==> src/hw/rtl/sogi_phase_rms_estimator_assert.svh <==
// ----------------------------------------------------------------------------
// SOGI phase RMS estimator assertion macros
// Shared concurrent assertion forms, clocked on clk_i, quiet in reset.
// ----------------------------------------------------------------------------
`ifndef SOGI_PHASE_RMS_ESTIMATOR_ASSERT_SVH
`define SOGI_PHASE_RMS_ESTIMATOR_ASSERT_SVH

// Check cons in the same cycle as ante
`define SPRE_ASSERT_SAME(lbl, ante, cons) \
  lbl: assert property (@(posedge clk_i) disable iff (!rst_ni) (ante) |-> (cons)) \
    else $error("spre assertion failed");

// Check cons in the cycle after ante
`define SPRE_ASSERT_NEXT(lbl, ante, cons) \
  lbl: assert property (@(posedge clk_i) disable iff (!rst_ni) (ante) |=> (cons)) \
    else $error("spre assertion failed");

`endif

==> src/hw/rtl/spre_pkg.sv <==
// ----------------------------------------------------------------------------
// SOGI phase RMS estimator package
// Beat types, sequencer states and fixed-point constants.
// ----------------------------------------------------------------------------
package spre_pkg;

  localparam int unsigned Phases = 3;
  localparam int unsigned PhW    = $clog2(Phases);

  localparam logic [31:0] CfgReset     = 32'd3373259;
  localparam logic [15:0] FreqMin      = 16'd20;
  localparam logic [15:0] FreqSub      = 16'd200;
  localparam logic [31:0] InvSqrt2     = 32'd3037000500;
  localparam logic [33:0] GainDivisor  = 34'd100;
  localparam logic [65:0] GainRound    = 66'd50;
  localparam logic [65:0] HalfQ32      = 66'h0_0000_0000_8000_0000;
  localparam logic [65:0] HalfQ48      = 66'h0_0000_8000_0000_0000;

  // Last step index of each serial unit
  localparam logic [5:0] MulLast  = 6'd32;
  localparam logic [5:0] DivLast  = 6'd63;
  localparam logic [5:0] SqrtLast = 6'd31;

  typedef struct packed {
    logic signed [15:0] phase_a_current;
    logic signed [15:0] phase_b_current;
    logic signed [15:0] phase_c_current;
    logic signed [15:0] output_frequency;
    logic               drive_running;
  } spre_in_t;

  typedef struct packed {
    logic [15:0] phase_a_rms;
    logic [15:0] phase_b_rms;
    logic [15:0] phase_c_rms;
  } spre_out_t;

  typedef struct packed {
    logic load;
    logic step;
  } spre_mul_ctl_t;

  typedef enum logic [3:0] {
    S_IDLE, S_GMUL, S_GDIV, S_KDIV, S_ERR, S_YMUL, S_QMUL,
    S_YSQ, S_QSQ, S_SQRT, S_K2S, S_K1A, S_RMS, S_DONE
  } spre_state_e;

  // Saturate to signed 32 bits
  function automatic logic signed [31:0] sat32(input logic signed [34:0] v);
    logic signed [31:0] r;
    if (v > 35'sh0_7FFF_FFFF) begin
      r = 32'sh7FFF_FFFF;
    end else if (v < -35'sh0_8000_0000) begin
      r = -32'sh8000_0000;
    end else begin
      r = v[31:0];
    end
    return r;
  endfunction

endpackage

==> src/hw/rtl/spre_smul.sv <==
// ----------------------------------------------------------------------------
// SOGI phase RMS estimator serial multiplier
// Shift-add multiply-accumulate, one multiplier bit per cycle while step is set.
// ----------------------------------------------------------------------------
module spre_smul (
  input  logic                   clk_i,
  input  spre_pkg::spre_mul_ctl_t ctl_i,
  input  logic signed [65:0]     acc_init_i,
  input  logic signed [65:0]     mcand_i,
  input  logic        [32:0]     mplier_i,
  output logic signed [65:0]     acc_next_o
);
  import spre_pkg::*;

  logic signed [65:0] acc_q, acc_d;
  logic signed [65:0] mcand_q, mcand_d;
  logic        [32:0] mplier_q, mplier_d;

  // Add the shifted multiplicand when the current multiplier bit is set
  assign acc_next_o = acc_q + (mplier_q[0] ? mcand_q : 66'sd0);

  always_comb begin
    acc_d    = acc_q;
    mcand_d  = mcand_q;
    mplier_d = mplier_q;
    if (ctl_i.load) begin
      acc_d    = acc_init_i;
      mcand_d  = mcand_i;
      mplier_d = mplier_i;
    end else if (ctl_i.step) begin
      acc_d    = acc_next_o;
      mcand_d  = mcand_q <<< 1;
      mplier_d = mplier_q >> 1;
    end
  end

  always_ff @(posedge clk_i) begin
    acc_q    <= acc_d;
    mcand_q  <= mcand_d;
    mplier_q <= mplier_d;
  end

endmodule

==> src/hw/rtl/sogi_phase_rms_estimator.sv <==
// ----------------------------------------------------------------------------
// SOGI phase RMS estimator
// Per-phase SOGI amplitude tracking with frequency-scaled smoothing.
// ----------------------------------------------------------------------------
// One item is processed at a time: the integrator gain is formed by a product
// and a serial division, the smoothing coefficient by a second division, and
// each phase then runs seven products on the one bit-per-cycle shift-add
// multiplier plus a 32-step square root. A finished result waits in the
// output register while the next beat is accepted.
module sogi_phase_rms_estimator (
  input  logic                 clk_i,
  input  logic                 rst_ni,
  input  logic                 in_valid_i,
  output logic                 in_ready_o,
  input  spre_pkg::spre_in_t   in_data_i,
  output logic                 out_valid_o,
  input  logic                 out_ready_i,
  output spre_pkg::spre_out_t  out_data_o,
  input  logic                 cfg_valid_i,
  output logic                 cfg_ready_o,
  input  logic [31:0]          cfg_data_i
);
  import spre_pkg::*;

  spre_state_e state_q, state_d;
  logic [5:0]     cnt_q, cnt_d;
  logic [PhW-1:0] phase_q, phase_d;
  logic [31:0]    cfg_q;
  logic           out_valid_q, out_valid_d;
  spre_out_t      out_q, out_d;

  logic signed [15:0] x_q [Phases];
  logic signed [15:0] x_d [Phases];
  logic signed [31:0] y_q [Phases];
  logic signed [31:0] y_d [Phases];
  logic signed [31:0] q_q [Phases];
  logic signed [31:0] q_d [Phases];
  logic        [31:0] s_q [Phases];
  logic        [31:0] s_d [Phases];
  logic        [15:0] rms_q [Phases];
  logic        [15:0] rms_d [Phases];

  logic [31:0] g_q, g_d, k1_q, k1_d, a_q, a_d;
  logic [34:0] rem_q, rem_d;
  logic [63:0] num_q, num_d;
  logic [33:0] dvsr_q, dvsr_d;
  logic [63:0] v_q, v_d, r_q, r_d, bit_q, bit_d;

  spre_mul_ctl_t      mul_ctl;
  logic signed [65:0] mul_acc_init, mul_mcand, mul_acc_next;
  logic        [32:0] mul_mplier;

  logic               in_fire;
  logic        [15:0] fmag, fsel;
  logic        [34:0] rem_sh, rem_nx;
  logic        [63:0] num_sh, num_nx;
  logic               div_ge;
  logic        [31:0] g_new;
  logic        [29:0] w_new;
  logic        [63:0] sq_t, v_nx, r_nx, bit_nx;
  logic               sq_ge;
  logic signed [15:0] x_c;
  logic signed [31:0] y_c, q_c, es, y_upd, q_upd;
  logic        [31:0] s_c, abs_y, abs_q;
  logic signed [33:0] e_w, mul_hi;
  logic        [32:0] k2;

  spre_smul u_smul (
    .clk_i,
    .ctl_i      (mul_ctl),
    .acc_init_i (mul_acc_init),
    .mcand_i    (mul_mcand),
    .mplier_i   (mul_mplier),
    .acc_next_o (mul_acc_next)
  );

  // Handshakes
  assign in_ready_o  = (state_q == S_IDLE);
  assign in_fire     = in_valid_i && in_ready_o;
  assign cfg_ready_o = 1'b1;
  assign out_valid_o = out_valid_q;
  assign out_data_o  = out_q;

  // Frequency magnitude with low-speed substitute
  assign fmag = in_data_i.output_frequency[15] ? (~in_data_i.output_frequency + 16'd1)
                                               : in_data_i.output_frequency;
  assign fsel = (fmag < FreqMin) ? FreqSub : fmag;

  // Restoring division step
  assign rem_sh = {rem_q[33:0], num_q[63]};
  assign num_sh = {num_q[62:0], 1'b0};
  assign div_ge = (rem_sh >= {1'b0, dvsr_q});
  assign rem_nx = div_ge ? (rem_sh - {1'b0, dvsr_q}) : rem_sh;
  assign num_nx = {num_sh[63:1], div_ge};
  assign g_new  = (num_nx[63:32] != 32'd0) ? 32'hFFFF_FFFF : num_nx[31:0];
  assign w_new  = g_new[31:2];

  // Square root step
  assign sq_t   = r_q + bit_q;
  assign sq_ge  = (v_q >= sq_t);
  assign v_nx   = sq_ge ? (v_q - sq_t) : v_q;
  assign r_nx   = sq_ge ? ((r_q >> 1) + bit_q) : (r_q >> 1);
  assign bit_nx = bit_q >> 2;

  // Current phase operands
  assign x_c    = x_q[phase_q];
  assign y_c    = y_q[phase_q];
  assign q_c    = q_q[phase_q];
  assign s_c    = s_q[phase_q];
  assign e_w    = {{2{x_c[15]}}, x_c, 16'd0} - 34'(y_c) - 34'(q_c);
  assign es     = sat32(35'(e_w));
  assign mul_hi = mul_acc_next[65:32];
  assign y_upd  = sat32(35'(y_c) + 35'(mul_hi));
  assign q_upd  = sat32(35'(q_c) + 35'(mul_hi));
  assign abs_y  = y_c[31] ? (~y_c + 32'd1) : y_c;
  assign abs_q  = q_c[31] ? (~q_c + 32'd1) : q_c;
  assign k2     = 33'h1_0000_0000 - {1'b0, k1_q};

  // Sequencer: next state and datapath updates
  always_comb begin
    state_d      = state_q;
    cnt_d        = cnt_q;
    phase_d      = phase_q;
    out_valid_d  = out_valid_q;
    out_d        = out_q;
    x_d          = x_q;
    y_d          = y_q;
    q_d          = q_q;
    s_d          = s_q;
    rms_d        = rms_q;
    g_d          = g_q;
    k1_d         = k1_q;
    a_d          = a_q;
    rem_d        = rem_q;
    num_d        = num_q;
    dvsr_d       = dvsr_q;
    v_d          = v_q;
    r_d          = r_q;
    bit_d        = bit_q;
    mul_ctl      = '0;
    mul_acc_init = '0;
    mul_mcand    = '0;
    mul_mplier   = '0;

    // Drop the result once taken
    if (out_valid_q && out_ready_i) begin
      out_valid_d = 1'b0;
    end

    unique case (state_q)
      S_IDLE: begin
        if (in_fire) begin
          x_d[0] = in_data_i.drive_running ? in_data_i.phase_a_current : 16'sd0;
          x_d[1] = in_data_i.drive_running ? in_data_i.phase_b_current : 16'sd0;
          x_d[2] = in_data_i.drive_running ? in_data_i.phase_c_current : 16'sd0;
          if (!in_data_i.drive_running) begin
            for (int p = 0; p < Phases; p++) begin
              y_d[p] = 32'sd0;
              q_d[p] = 32'sd0;
            end
          end
          mul_ctl.load = 1'b1;
          mul_acc_init = GainRound;
          mul_mcand    = {34'd0, cfg_q};
          mul_mplier   = {17'd0, fsel};
          cnt_d        = 6'd0;
          state_d      = S_GMUL;
        end
      end

      S_GMUL: begin
        mul_ctl.step = 1'b1;
        cnt_d        = cnt_q + 6'd1;
        if (cnt_q == MulLast) begin
          num_d   = mul_acc_next[63:0];
          rem_d   = '0;
          dvsr_d  = GainDivisor;
          cnt_d   = 6'd0;
          state_d = S_GDIV;
        end
      end

      S_GDIV: begin
        rem_d = rem_nx;
        num_d = num_nx;
        cnt_d = cnt_q + 6'd1;
        if (cnt_q == DivLast) begin
          g_d     = g_new;
          num_d   = {2'b00, w_new, 32'd0};
          rem_d   = '0;
          dvsr_d  = {2'b01, 2'b00, w_new};
          cnt_d   = 6'd0;
          state_d = S_KDIV;
        end
      end

      S_KDIV: begin
        rem_d = rem_nx;
        num_d = num_nx;
        cnt_d = cnt_q + 6'd1;
        if (cnt_q == DivLast) begin
          k1_d    = num_nx[31:0];
          phase_d = '0;
          cnt_d   = 6'd0;
          state_d = S_ERR;
        end
      end

      // Form the clamped integrator error and start its gain product
      S_ERR: begin
        mul_ctl.load = 1'b1;
        mul_acc_init = HalfQ32;
        mul_mcand    = 66'(es);
        mul_mplier   = {1'b0, g_q};
        cnt_d        = 6'd0;
        state_d      = S_YMUL;
      end

      S_YMUL: begin
        mul_ctl.step = 1'b1;
        cnt_d        = cnt_q + 6'd1;
        if (cnt_q == MulLast) begin
          y_d[phase_q] = y_upd;
          mul_ctl.load = 1'b1;
          mul_acc_init = HalfQ32;
          mul_mcand    = 66'(y_upd);
          mul_mplier   = {1'b0, g_q};
          cnt_d        = 6'd0;
          state_d      = S_QMUL;
        end
      end

      S_QMUL: begin
        mul_ctl.step = 1'b1;
        cnt_d        = cnt_q + 6'd1;
        if (cnt_q == MulLast) begin
          q_d[phase_q] = q_upd;
          mul_ctl.load = 1'b1;
          mul_acc_init = '0;
          mul_mcand    = {34'd0, abs_y};
          mul_mplier   = {1'b0, abs_y};
          cnt_d        = 6'd0;
          state_d      = S_YSQ;
        end
      end

      // Accumulate the quadrature square onto the in-phase square
      S_YSQ: begin
        mul_ctl.step = 1'b1;
        cnt_d        = cnt_q + 6'd1;
        if (cnt_q == MulLast) begin
          mul_ctl.load = 1'b1;
          mul_acc_init = mul_acc_next;
          mul_mcand    = {34'd0, abs_q};
          mul_mplier   = {1'b0, abs_q};
          cnt_d        = 6'd0;
          state_d      = S_QSQ;
        end
      end

      S_QSQ: begin
        mul_ctl.step = 1'b1;
        cnt_d        = cnt_q + 6'd1;
        if (cnt_q == MulLast) begin
          v_d     = mul_acc_next[63:0];
          r_d     = '0;
          bit_d   = 64'h4000_0000_0000_0000;
          cnt_d   = 6'd0;
          state_d = S_SQRT;
        end
      end

      S_SQRT: begin
        v_d   = v_nx;
        r_d   = r_nx;
        bit_d = bit_nx;
        cnt_d = cnt_q + 6'd1;
        if (cnt_q == SqrtLast) begin
          a_d          = r_nx[31:0];
          mul_ctl.load = 1'b1;
          mul_acc_init = HalfQ32;
          mul_mcand    = {34'd0, s_c};
          mul_mplier   = k2;
          cnt_d        = 6'd0;
          state_d      = S_K2S;
        end
      end

      S_K2S: begin
        mul_ctl.step = 1'b1;
        cnt_d        = cnt_q + 6'd1;
        if (cnt_q == MulLast) begin
          mul_ctl.load = 1'b1;
          mul_acc_init = mul_acc_next;
          mul_mcand    = {34'd0, a_q};
          mul_mplier   = {1'b0, k1_q};
          cnt_d        = 6'd0;
          state_d      = S_K1A;
        end
      end

      S_K1A: begin
        mul_ctl.step = 1'b1;
        cnt_d        = cnt_q + 6'd1;
        if (cnt_q == MulLast) begin
          s_d[phase_q] = mul_acc_next[63:32];
          mul_ctl.load = 1'b1;
          mul_acc_init = HalfQ48;
          mul_mcand    = {34'd0, mul_acc_next[63:32]};
          mul_mplier   = {1'b0, InvSqrt2};
          cnt_d        = 6'd0;
          state_d      = S_RMS;
        end
      end

      // Scale to RMS, then advance to the next phase or finish after the last one
      S_RMS: begin
        mul_ctl.step = 1'b1;
        cnt_d        = cnt_q + 6'd1;
        if (cnt_q == MulLast) begin
          rms_d[phase_q] = mul_acc_next[63:48];
          cnt_d          = 6'd0;
          if (phase_q == PhW'(Phases - 1)) begin
            state_d = S_DONE;
          end else begin
            phase_d = phase_q + PhW'(1);
            state_d = S_ERR;
          end
        end
      end

      // Hold until the output register is free
      S_DONE: begin
        if (!out_valid_q || out_ready_i) begin
          out_valid_d       = 1'b1;
          out_d.phase_a_rms = rms_q[0];
          out_d.phase_b_rms = rms_q[1];
          out_d.phase_c_rms = rms_q[2];
          state_d           = S_IDLE;
        end
      end

      default: begin
        state_d = S_IDLE;
      end
    endcase
  end

  // Control and filter state
  always_ff @(posedge clk_i or negedge rst_ni) begin
    if (!rst_ni) begin
      state_q     <= S_IDLE;
      cnt_q       <= '0;
      phase_q     <= '0;
      out_valid_q <= 1'b0;
      cfg_q       <= CfgReset;
      for (int p = 0; p < Phases; p++) begin
        y_q[p] <= '0;
        q_q[p] <= '0;
        s_q[p] <= '0;
      end
    end else begin
      state_q     <= state_d;
      cnt_q       <= cnt_d;
      phase_q     <= phase_d;
      out_valid_q <= out_valid_d;
      if (cfg_valid_i && cfg_ready_o) begin
        cfg_q <= cfg_data_i;
      end
      y_q <= y_d;
      q_q <= q_d;
      s_q <= s_d;
    end
  end

  // Datapath registers
  always_ff @(posedge clk_i) begin
    out_q  <= out_d;
    x_q    <= x_d;
    rms_q  <= rms_d;
    g_q    <= g_d;
    k1_q   <= k1_d;
    a_q    <= a_d;
    rem_q  <= rem_d;
    num_q  <= num_d;
    dvsr_q <= dvsr_d;
    v_q    <= v_d;
    r_q    <= r_d;
    bit_q  <= bit_d;
  end

`include "sogi_phase_rms_estimator_assert.svh"

  `SPRE_ASSERT_NEXT(a_one_item, in_fire, !in_ready_o)
  `SPRE_ASSERT_NEXT(a_done_out, (state_q == S_DONE) && (!out_valid_q || out_ready_i), out_valid_o && in_ready_o)
  `SPRE_ASSERT_SAME(a_sqrt_cnt, state_q == S_SQRT, cnt_q <= SqrtLast)

endmodule
==> config.mk <==
export PLATFORM = sky130hd
export DESIGN_NAME = sogi_phase_rms_estimator
export DESIGN_NICKNAME = d
export VERILOG_FILES = /design/src/hw/rtl/spre_pkg.sv /design/src/hw/rtl/spre_smul.sv /design/src/hw/rtl/sogi_phase_rms_estimator.sv
export VERILOG_INCLUDE_DIRS = /design/src /design/src/hw/rtl
export SDC_FILE = /design/constraint.sdc
export NUM_CORES = 2
export LEC_CHECK = 0
export BUFFER_PORTS_ARGS = -buffer_cell sky130_fd_sc_hd__buf_4
export CAP_MARGIN = 20
export CORE_UTILIZATION = 46
export DETAILED_ROUTE_END_ITERATION = 7
export PLACE_DENSITY = 0.68
export SLEW_MARGIN = 10
export SYNTH_ARGS = -nofsm -noshare
export SYNTH_HDL_FRONTEND = slang
export SYNTH_SLANG_ARGS = --single-unit
==> constraint.sdc <==
create_clock -name clk_i -period 36 [get_ports clk_i]
set_input_delay 3.6 -clock clk_i [delete_from_list [all_inputs] [get_ports clk_i]]
set_output_delay 3.6 -clock clk_i [all_outputs]
set_load 0.005 [all_outputs]
==> impl_metrics.json <==
{
  "initial_core_util_pct": 46.4,
  "core_um2": 140000,
  "min_from": "rms_q[35]$_DFFE_PP_",
  "grt_pass1_wl_um": 337000,
  "viasPerCell": 6.28,
  "drc": 0,
  "antenna_found_initial": 19,
  "critical_path_class": "reg -> reg",
  "crit_top_cell": "a21o_1",
  "final_nets": 7213,
  "htreeDepth": 3,
  "avgSynthCellArea_um2": 9.70,
  "clock_sinks": 1027,
  "synth_top_area_share_pct": 32.2,
  "die_y_um": 377,
  "clock_skew_ps": 43.4,
  "ys_seq_area_share_pct": 45.1,
  "synth_async_sr_flop_share_pct": 32.4,
  "slew_violations": 0,
  "min_period_ps": 9860,
  "holdCritPathClass": "reg -> reg",
  "drive_above_1_share_pct": 9.28,
  "port_buffers": 151,
  "die-area_um2": 142000,
  "cts_tree": "yes",
  "io_pins": 153,
  "fp.dieW_um": 377,
  "drt_iter0_markers": 6795,
  "rows": 137,
  "critPathSlowestCell": "a2111oi_0",
  "clock-root-buffer": "clkbuf_16",
  "overflow": 0,
  "timing.final.crit_share_pct": 27.4,
  "route.vias.total": 54781,
  "syn_area_um2": 64700,
  "routedWlPerCell_um": 26.4,
  "crit_path_start": "u_smul.mplier_q[0]$_DFFE_PP_",
  "ys.flop_type": "edfxtp_1",
  "drt-total-wl_um": 230000,
  "fin_setup_tns_ps": 0,
  "setup-violations-final": 0,
  "synth_common_cells": "edfxtp_1 (694), nand2_1 (646), nor2_1 (594)",
  "status": "finished clean",
  "synth-edff-count": 694,
  "hold_violations": 0,
  "clk_latency_ps": 760,
  "first_pass_iters": 8,
  "required_ps": 36590,
  "crit_family": "compound AO/OA/AOI/OAI gates",
  "cts_hold_buf": 0,
  "syn_nets": 7146,
  "max_freq_mhz": 101,
  "nFillCells": 12781,
  "r2r_start": "u_smul.mplier_q[0]$_DFFE_PP_",
  "worstPathMaxFanout": 66,
  "synth-seq-cells": 1027,
  "arrival_ps": 10450,
  "worst_pin_slew_ps": 1440,
  "synth_area_leaders": "edfxtp_1 (32%), dfrtp_1 (12%), ha_1 (6.7%)",
  "worst-path-buf-inv": 3,
  "end_kind": "flop",
  "crit_path_start_kind": "flop",
  "slew_headroom_pct": 3.86,
  "syn_inst": 6675,
  "postCtsSetupBuffers": 0,
  "ant_nets": 0,
  "syn2layout_area_growth_pct": 11.0,
  "yosysWarnings": 0,
  "grt_usage_pct": 31.8,
  "yosysMostFrequentCell": "edfxtp_1",
  "yosysTopAreaCell": "edfxtp_1",
  "cpPeakStageDelay_ps": 670,
  "dp_hpwl_um": 171000,
  "grt_start_max_net_pins": 162,
  "place.gp.congestion": 1.09,
  "postCtsResizedCells": 0,
  "ys_types": 92,
  "finalHoldWorstSlack_ps": 417,
  "clock_path_buffers": 3,
  "cts_buffers": 109,
  "rsz0062_at_grt": "false",
  "grt_pass1_vias": 51578,
  "clkTransAtPathRegs_ps": 60,
  "cap_violations": 0
}
-- layout make-up --
type                            instances  area [um^2]  share of cell area [%]
Inverter                              279         1050                    1.46
Multi-Input combinational cell       5042        33500                    46.6
Clock buffer                          147         3030                    4.22
Clock inverter                         57          563                   0.784
Antenna cell                            8         20.0                  0.0279
Tap cell                             1876         2350                    3.27
Timing Repair Buffer                  283         2190                    3.05
Sequential cell                      1027        29200                    40.6
-- kinds of logic after synthesis --
family                   count (synthesis)  share of synthesized area, %
AO/OA/AOI/OAI                         2032                          20.5
AND/OR/NAND/NOR                       2015                          14.5
flip-flops                            1027                          45.1
buffers and inverters                  606                          3.58
XOR/XNOR                               417                          5.64
adder cells (fa/ha/maj)                370                          7.39
multiplexers                           207                          3.31
other                                    1                       0.00579
-- metal layers --
layer / vias to the layer above / wire (um) / track usage, %
met3: 493 / 23500 / 7.97
met2: 2668 / 100000 / 47.8
met4: 22 / 11300 / 14.4
met5: - / 335 / 1.03
met1: 26868 / 95000 / 42.9
li1: 24730 / - / -
-- state kept, by name (all words and copies together), names as in the netlist, 64 cells and up --
name	count
q_q	96
v_q	64
u_smul.mcand_q	66
r_q	64
y_q	96
s_q	96
num_q	64
u_smul.acc_q	66
-- final timing paths --
path | end | slack [ps] | depth (start not counted)
setup / recovery | u_smul.mcand_q[21]$_DFFE_PP_ | 26140 | 32
hold / removal | out_data_o[35]$_DFFE_PP_ | 420 | 0
setup reg to reg | u_smul.mcand_q[21]$_DFFE_PP_ | 26140 | 32
hold reg to reg | out_data_o[35]$_DFFE_PP_ | 420 | 0
max in group asynchronous | cfg_q[5]$_DFFE_PN0P_ | 30680 | 3
min in group asynchronous | q_q[25]$_DFFE_PN0P_ | 2950 | 1
-- metrics by stage --
step / utilization, % / instance area, um^2 / worst slack, ps / instances
after global placement: 48.9 / 68200 / 26590 / 8502
after global routing: 51.5 / 71800 / 25600 / 8712
after detailed placement: 48.9 / 68200 / 26350 / 8505
after CTS: 51.5 / 71800 / 26310 / 8709
final: 51.5 / 71900 / 26140 / 8719
after floorplan: - / 64700 / 22530 / 6675
-- cell usage in the layout (no fill, tap or decap), drive strengths merged, types with 27 or more instances in the layout --
master	count
a21oi	429
inv	286
nand2	646
clkinv	34
a21o	229
xnor2	234
mux2i	151
a31oi	110
o21a	43
clkbuf	147
xor2	183
a22o	27
o21ai	571
ha	348
nor3	89
nand4	59
or3	34
nor2b	78
nand3	110
mux2	56
buf	283
nor2	594
nor4	33
a211oi	62
a22oi	34
o221ai	42
dfrtp	320
and2	177
a221o	79
o21bai	61
a221oi	46
o211ai	44
nand2b	48
edfxtp	694
and3	83
Power is left out: the tool's default activity adds up to more than one toggle a clock period on the data nets, which glitch-free logic cannot reach.
